$ cat src/sv/mfec_pkg.sv
// Shared types and codes for the multi-format element comparator.
package mfec_pkg;

  localparam logic [2:0] OP_EQ = 3'd0;
  localparam logic [2:0] OP_NE = 3'd1;
  localparam logic [2:0] OP_LT = 3'd2;
  localparam logic [2:0] OP_LE = 3'd3;
  localparam logic [2:0] OP_GT = 3'd4;
  localparam logic [2:0] OP_GE = 3'd5;

  localparam logic [2:0] TY_F32  = 3'd0;
  localparam logic [2:0] TY_F64  = 3'd1;
  localparam logic [2:0] TY_I32  = 3'd2;
  localparam logic [2:0] TY_I64  = 3'd3;
  localparam logic [2:0] TY_BOOL = 3'd4;
  localparam logic [2:0] TY_F16  = 3'd5;
  localparam logic [2:0] TY_BF16 = 3'd6;

  localparam logic [1:0] CFG_OP     = 2'd0;
  localparam logic [1:0] CFG_TYPE   = 2'd1;
  localparam logic [1:0] CFG_SCALAR = 2'd2;
  localparam logic [1:0] CFG_SVAL   = 2'd3;

  localparam logic [1:0] REL_LT = 2'd0;
  localparam logic [1:0] REL_EQ = 2'd1;
  localparam logic [1:0] REL_GT = 2'd2;
  localparam logic [1:0] REL_UN = 2'd3;

  typedef struct packed {
    logic [63:0] left_bits;
    logic [63:0] right_bits;
    logic        final_in;
  } in_item_t;

  typedef struct packed {
    logic verdict;
    logic unsupported;
    logic final_out;
  } out_item_t;

  typedef struct packed {
    logic [2:0]  compare_op;
    logic [2:0]  element_type;
    logic        use_scalar;
    logic [63:0] scalar_value;
  } cfg_t;

endpackage

$ cat src/sv/mfec_eval.sv
// Combinational relation and predicate evaluation for one operand pair.
module mfec_eval (
  input  mfec_pkg::cfg_t      cfg,
  input  mfec_pkg::in_item_t  item,
  output mfec_pkg::out_item_t res
);
  import mfec_pkg::*;

  logic [63:0] a, b, ma, mb, inf, ka, kb;
  logic        sa, sb, is_float, ok;
  logic [1:0]  rel;

  always_comb begin
    a = item.left_bits;
    b = cfg.use_scalar ? cfg.scalar_value : item.right_bits;
    ma = '0; mb = '0; inf = '0; sa = 1'b0; sb = 1'b0;
    ka = '0; kb = '0;
    is_float = 1'b0;
    ok = 1'b1;
    rel = REL_UN;
    unique case (cfg.element_type)
      TY_F32: begin
        is_float = 1'b1;
        ma = {33'd0, a[30:0]}; mb = {33'd0, b[30:0]};
        sa = a[31]; sb = b[31]; inf = 64'h7F80_0000;
      end
      TY_F64: begin
        is_float = 1'b1;
        ma = {1'b0, a[62:0]}; mb = {1'b0, b[62:0]};
        sa = a[63]; sb = b[63]; inf = 64'h7FF0_0000_0000_0000;
      end
      TY_F16: begin
        is_float = 1'b1;
        ma = {49'd0, a[14:0]}; mb = {49'd0, b[14:0]};
        sa = a[15]; sb = b[15]; inf = 64'h7C00;
      end
      TY_BF16: begin
        is_float = 1'b1;
        ma = {49'd0, a[14:0]}; mb = {49'd0, b[14:0]};
        sa = a[15]; sb = b[15]; inf = 64'h7F80;
      end
      TY_I32: begin
        ka = {32'd0, ~a[31], a[30:0]}; kb = {32'd0, ~b[31], b[30:0]};
      end
      TY_I64: begin
        ka = {~a[63], a[62:0]}; kb = {~b[63], b[62:0]};
      end
      TY_BOOL: begin
        ok = (cfg.compare_op == OP_EQ) || (cfg.compare_op == OP_NE);
      end
      default: ok = 1'b0;
    endcase

    if (is_float) begin
      priority if (ma > inf || mb > inf) rel = REL_UN;
      else if (ma == '0 && mb == '0) rel = REL_EQ;
      else if (sa != sb) rel = sa ? REL_LT : REL_GT;
      else if (ma == mb) rel = REL_EQ;
      else if (!sa) rel = (ma < mb) ? REL_LT : REL_GT;
      else rel = (ma > mb) ? REL_LT : REL_GT;
    end else if (cfg.element_type == TY_BOOL) begin
      rel = (a[0] == b[0]) ? REL_EQ : REL_LT;
    end else begin
      rel = (ka == kb) ? REL_EQ : ((ka < kb) ? REL_LT : REL_GT);
    end

    res.final_out = item.final_in;
    res.verdict = 1'b0;
    res.unsupported = 1'b0;
    if (!ok) begin
      res.unsupported = 1'b1;
    end else begin
      unique case (cfg.compare_op)
        OP_EQ: res.verdict = (rel == REL_EQ);
        OP_NE: res.verdict = (rel != REL_EQ);
        OP_LT: res.verdict = (rel == REL_LT);
        OP_LE: res.verdict = (rel == REL_LT) || (rel == REL_EQ);
        OP_GT: res.verdict = (rel == REL_GT);
        OP_GE: res.verdict = (rel == REL_GT) || (rel == REL_EQ);
        default: res.unsupported = 1'b1;
      endcase
    end
  end
endmodule

$ cat src/sv/multi_format_element_comparator_top.sv
// Top level of the multi-format element comparator.
// An accepted item passes through the input register, then the result register.
// Throughput: one item per cycle while out_ready holds; the compare itself is one pass of combinational logic.
// Either stage advances whenever its downstream slot is empty or being drained.
// Reset clears both stage valid flags and all configuration registers to zero.
module multi_format_element_comparator_top (
  input  logic                clk,
  input  logic                rst,
  input  logic                in_valid,
  output logic                in_ready,
  input  mfec_pkg::in_item_t  in_data,
  output logic                out_valid,
  input  logic                out_ready,
  output mfec_pkg::out_item_t out_data,
  input  logic                cfg_we,
  input  logic [1:0]          cfg_index,
  input  logic [63:0]         cfg_data
);
  import mfec_pkg::*;

  cfg_t      cfg;
  in_item_t  stage_item;
  logic      stage_valid;
  out_item_t res_item;
  out_item_t eval_res;
  logic      res_valid;
  logic      res_take;
  logic      stage_take;

  // Configuration: plain writes, no read-back.
  always_ff @(posedge clk) begin
    if (rst) begin
      cfg <= '0;
    end else if (cfg_we) begin
      unique case (cfg_index)
        CFG_OP:     cfg.compare_op   <= cfg_data[2:0];
        CFG_TYPE:   cfg.element_type <= cfg_data[2:0];
        CFG_SCALAR: cfg.use_scalar   <= cfg_data[0];
        CFG_SVAL:   cfg.scalar_value <= cfg_data;
        default: ;
      endcase
    end
  end

  // Result slot frees when empty or being taken; input slot moves into it.
  assign res_take   = !res_valid || out_ready;
  assign stage_take = !stage_valid || res_take;
  assign in_ready   = stage_take;

  always_ff @(posedge clk) begin
    if (rst) begin
      stage_valid <= 1'b0;
    end else if (stage_take) begin
      stage_valid <= in_valid;
    end
  end

  always_ff @(posedge clk) begin
    if (stage_take && in_valid) begin
      stage_item <= in_data;
    end
  end

  mfec_eval u_eval (
    .cfg  (cfg),
    .item (stage_item),
    .res  (eval_res)
  );

  always_ff @(posedge clk) begin
    if (rst) begin
      res_valid <= 1'b0;
    end else if (res_take) begin
      res_valid <= stage_valid;
    end
  end

  always_ff @(posedge clk) begin
    if (res_take && stage_valid) begin
      res_item <= eval_res;
    end
  end

  assign out_valid = res_valid;
  assign out_data  = res_item;
endmodule

$ cat config.mk
export PLATFORM = sky130hd
export DESIGN_NAME = multi_format_element_comparator_top
export DESIGN_NICKNAME = d
export VERILOG_FILES = /design/src/sv/mfec_pkg.sv /design/src/sv/mfec_eval.sv /design/src/sv/multi_format_element_comparator_top.sv
export SDC_FILE = /design/constraint.sdc
export NUM_CORES = 1
export LEC_CHECK = 0
export BUFFER_PORTS_ARGS = -buffer_cell sky130_fd_sc_hd__buf_2
export CELL_PAD_IN_SITES_DETAIL_PLACEMENT = 2
export CELL_PAD_IN_SITES_GLOBAL_PLACEMENT = 2
export CORE_MARGIN = 2
export CORE_UTILIZATION = 36
export DETAILED_ROUTE_END_ITERATION = 16
export GPL_TIMING_DRIVEN = 0
export PLACE_DENSITY = 0.84
export SYNTH_ARGS = -nofsm -noshare
export SYNTH_HDL_FRONTEND = slang
export SYNTH_SLANG_ARGS = --single-unit
$ cat constraint.sdc
create_clock -name clk -period 5.05 [get_ports clk]
set_input_delay 0.505 -clock clk [delete_from_list [all_inputs] [get_ports clk]]
set_output_delay 0.505 -clock clk [all_outputs]
set_load 0.02 [all_outputs]
# == After elaboration in Yosys (flattened, before gate mapping) ==
# Cells that the tools add are included.
# totals
ff_bits,205
output_inout_bits,5
wordCells,92
# op_classes
magnitude_cmp,5
n_eq_ne,21
muxes,25
n_bitwise,4
reduce_logical,25
# ops
op,n
$pmux W63 S3,2
$pmux W64 S2,2
$pmux W63 S4,1
$gt A63 B63 Y1,3
$logic_not A64 Y1,2
$eq A64 B64 Y1,1
$lt A64 B64 Y1,1
$mux W64,1
$eq A63 B63 Y1,1
$lt A63 B63 Y1,1
$mux W2,12
$eq A3 B3 Y1 const B,5
$eq A3 B2 Y1 const B,4
$reduce_or A6 Y1,2
$reduce_and A2 Y1,4
$eq A2 B2 Y1 const B,3
$eq A3 B1 Y1 const B,2
$logic_not A3 Y1,2
$logic_or A1 B1 Y1,6
$pmux W1 S3,2
$pmux W1 S6,1
$eq A2 B1 Y1 const B,2
$logic_not A2 Y1,2
$not A1 Y1,4
9 further kinds,14

# == Depth between registers and ports, before layout ==
# logic_depth
depth_word,14
ltp_mapped,18
ltp_nobuf,15

# == By module ==
# Synthesis repeated with hierarchy kept, for this count alone.
# hier_totals
hier_cells,1438
hier_area_um2,14109.8
# modules_own_cells
module,n_inst,cells_each,area_per_inst_um2,seq_area_each_um2
multi_format_element_comparator_top,1,446,7195.7,5425.2
mfec_eval,1,992,6914.1,0.0

# == Worst setup path before layout ==
# No wires, ideal clock.
# synth_timing
kind,input port to flip-flop
start,in out_ready
end,reg stage_item[0] (netlist bit) (enable)
setup_time_ps,503
t_arrival_ps,3765
required_time_ps,4547
slack_ps,782
cell_stages,3
path_cell_list,nor2b_1 > nand2_1 > and2_1
# synth_via
elab_chain_cells,3
# synth_lines
element,line_no,source
start: declaration,multi_format_element_comparator_top.sv:13,"input logic out_ready,"
$logic_or A1 B1 Y1,multi_format_element_comparator_top.sv:46,assign res_take = !res_valid || out_ready;
$logic_or A1 B1 Y1,multi_format_element_comparator_top.sv:47,assign stage_take = !stage_valid || res_take;
via in_ready,multi_format_element_comparator_top.sv:10,"output logic in_ready,"
$logic_and A1 B1 Y1,multi_format_element_comparator_top.sv:59,if (stage_take && in_valid) begin
end signal: assignment,multi_format_element_comparator_top.sv:60,stage_item <= in_data;
end: declaration,multi_format_element_comparator_top.sv:22,in_item_t stage_item;
# The timed path passes the listed nets, and every way through them passes these cells.
# A chain may end at the register's enable or synchronous reset.

# == Worst setup path after layout ==
# layout_timing
start,"reg, netlist name cfg[65]"
end,"reg res_item (netlist bit out_data[2]), data pin"
# layout_via
elab_chain_cells,14
# layout_lines
element,line_no,source
$eq A3 B3 Y1,mfec_eval.sv:21,unique case (cfg.element_type)
$reduce_or A2 Y1 (no line),-,
$pmux W63 S3,mfec_eval.sv:21,
$lt A63 B63 Y1 / $gt A63 B63 Y1 (equally long branches),"mfec_eval.sv:59, mfec_eval.sv:60",
"$mux W2, on equally long branches","mfec_eval.sv:59, mfec_eval.sv:60",
$mux W2,mfec_eval.sv:59,else if (!sa) rel = (ma < mb) ? REL_LT : REL_GT;
$mux W2,mfec_eval.sv:58,else if (ma == mb) rel = REL_EQ;
$mux W2,mfec_eval.sv:57,else if (sa != sb) rel = sa ? REL_LT : REL_GT;
$mux W2,mfec_eval.sv:56,else if (ma == '0 && mb == '0) rel = REL_EQ;
$mux W2,mfec_eval.sv:55,priority if (ma > inf || mb > inf) rel = REL_UN;
$mux W2,mfec_eval.sv:54,if (is_float) begin
$eq A2 B2 Y1 (tied with other cells),"mfec_eval.sv:78, mfec_eval.sv:79",
"$logic_or A1 B1 Y1, on equally long branches","mfec_eval.sv:79, mfec_eval.sv:77",
$pmux W1 S6,mfec_eval.sv:73,unique case (cfg.compare_op)
end signal: assignment,multi_format_element_comparator_top.sv:80,res_item <= eval_res;
end: declaration,multi_format_element_comparator_top.sv:24,out_item_t res_item;
# Several ways; a longest one is shown, not always the timed one.

==> out/metrics.cfg <==
[synth]
synthArstFlopShare_pct = 0
synth-seq-cells = 205
avgSynthCellArea_um2 = 9.47
syn_nets = 1822
synthTopCellsByArea = edfxtp_1 (29%), ha_1 (17%), dfxtp_1 (11%), nand2_1 (8.2%), mux2_2 (5.1%)
ys_top_cells_by_count = nand2_1 (298), ha_1 (181), edfxtp_1 (132)
synthFlopType = edfxtp_1
synth-edff-count = 132
synth_most_common_cell = nand2_1
ys_types = 64
ys_seq_area_share_pct = 39.8
yosysTopAreaCell = edfxtp_1
netlist_area_mm2 = 0.0136
synth_warnings = 0
synth_cells = 1441
synth_top_cell_area_share_pct = 29.1

[detailed_routing]
remaining_drc_errors = 0
routed_wl_um = 54600
drt_iter0_drc = 739
firstDrtPassIters = 4
vias_per_cell = 5.65
ant_nets = 0
routedWlPerCell_um = 24.8
via_count = 12400

[clocking]
cts_tree = done
insertion_delay_ns = 0.57
htreeDepth = 1
numCtsBuffers = 25
cts_setup_buffers = 0
cts.root.buffer_cell = clkbuf_16
path_clk_slew_ns = 0.06
clockBufferDepth = 3
numClockSinks = 205

[worst_setup_path]
worstPathMaxFanout = 10
cp-end-kind = flip-flop
required_ns = 5.36
critical_path_class = reg -> reg
critPathLaunchType = flip-flop
arrival_ns = 5.14

[timing]
period_minus_slack_ns = 4.82
rsz0062_at_grt = no
fin_crit_sh_pct = 95.5
drv_slew = 0
final_hold_viol_count = 0
fmax_mhz = 207
slew_headroom_pct = 45.5
clock_skew_ns = 0.0140
worst_pin_slew_ns = 0.810
fin_ws_ns = 0.226
finalSetupViolations = 0

[floorplan]
fp.dieW_um = 199
initial_core_util_pct = 36.4
rows = 71
core_mm2 = 0.0375
die_y_um = 199
die_area_mm2 = 0.0395
io_pins = 205

[placement]
dp_slack_ns = -0.711
routabilityCongestion = 0.886
dpl_cell_area_mm2 = 0.0154
post-dp-hpwl_um = 43400
io_buffers = 203

[grt]
grt.overflow.total = 0
grt_pass1_vias = 13900
grt_max_degree = 61
antenna_found_initial = 0
grt_pass1_wl_um = 82500
grt_use_total_pct = 27.7

[final_layout]
num_antenna_cells = 0
drive_above_1_share_pct = 19.8
n_fill_cell = 4170
finalNetCount = 2051
design_area_mm2 = 0.0162
final_util_pct = 43.2
syn_to_final_growth_pct = 18.8

[min_path]
hp-class = in -> reg

[power_and_ir_drop]
power_leakage_uw = 0.00684
power.density_mw_per_mm2 = 284
total_power_uw = 4600
ir_worst_vdd_mv = 0.241

[run_status]
status = complete, no violations

[run]
drv_cap = 0

==> metal layers <==
layer	track usage, %	up-vias	part of all wire (%)
met3	3.93	100	4.2
met1	33.2	6276	42
met5	0	-	0
li1	-	5722	-
met2	50.3	341	50
met4	10.1	0	3.8
==> report_power, final <==
part	internal, uW	leakage [uW]	switching (uW)
sequential	1880	0.00188	74.9
combinational	313	0.00455	477
clock	1090	0.000411	770
==> logic make-up (layout without fill, tap and decap cells) <==
family | count (synthesis) | in the layout | synth area share (%)
xor gates and xnor gates | 7 | 7 | 0.505
buffers and inverters | 99 | 347 | 2.87
AOI/OAI and AO/OA | 251 | 251 | 11.3
and+or+nand+nor | 613 | 613 | 22.1
adders and majority gates | 181 | 181 | 16.6
DFF | 205 | 205 | 39.8
muxes | 85 | 85 | 6.84
==> worst paths after layout <==
path                                    start       endpoint  slack [ns]  depth (start not counted)
worst max-delay path                  cfg[65]    out_data[2]        0.23                         16
worst min-delay path               in_data[4]  stage_item[4]        0.11                          1
worst max register to register        cfg[65]    out_data[2]        0.23                         16
worst min register to register  stage_item[0]    out_data[0]        0.45                          0
==> layout make-up <==
cell class,instances,area [um^2],area share (%)
inverters,33,124,0.764
repair buffers,205,1070,6.61
multi-input cells,1137,7850,48.4
well taps,511,639,3.94
clock inverters,11,91.3,0.563
flip-flops and latches,205,5430,33.5
clock buffers,35,747,4.61
plain buffers,63,267,1.64
==> layout by cell type (no fill, tap or decap), types with 9 or more instances in the layout <==
cell,netlist,routed
and4_1,10,10
o21ai_0,32,32
buf_2,4,206
nand4_1,36,36
a21oi_1,119,119
nor2_1,42,41
inv_1,32,32
nand3_1,15,15
and2_1,94,93
nor3_1,15,13
a21o_1,20,20
clkbuf_2,0,9
dfxtp_1,73,73
nor4_1,37,37
o211ai_1,12,12
edfxtp_1,132,132
mux2i_1,22,22
a211oi_1,15,15
nor2b_1,9,9
clkbuf_1,54,49
and3_1,34,34
mux2_2,62,62
ha_1,181,181
clkbuf_16,0,28
nand2_1,298,298
==> flip-flops by register name (all words and copies together) (netlist names) <==
| name | count |
|---|---|
| stage_valid | 1 |
| cfg | 71 |
| out_data | 3 |
| out_valid | 1 |
| stage_item | 129 |
==> per-stage QoR <==
step | hold slack [ns] | setup TNS [ns] | instances
finish | 0.108 | 0 | 2200
detailed placement | 0.429 | -0.711 | 2157
global placement | 0.406 | -68.58 | 2155
floorplan | 0.400 | 0 | 1441
global route | 0.0917 | 0 | 2200
CTS | 0.0898 | 0 | 2201
==> timing repair <==
item                                    in CTS  in global routing
endpoints found under the setup margin       1                  1
hold buffers                                 0                  0
resized for setup                            5                 11
==> critical path, cell delays in order (launching register included) <==
cell	delay, ns
dfxtp_1	0.35
buf_2	0.23
nor3b_4	0.33
buf_2	0.29
clkbuf_1	0.39
and2_1	0.25
ha_1	0.19
nand4_1	0.17
nor4bb_1	0.58
and4_1	0.34
nand3_1	0.17
a21oi_1	0.25
nand3b_1	0.17
mux2_2	0.36
o2111a_1	0.23
a32oi_1	0.16
o22ai_1	0.10
No activity file was read; power rests on OpenSTA's default activity.
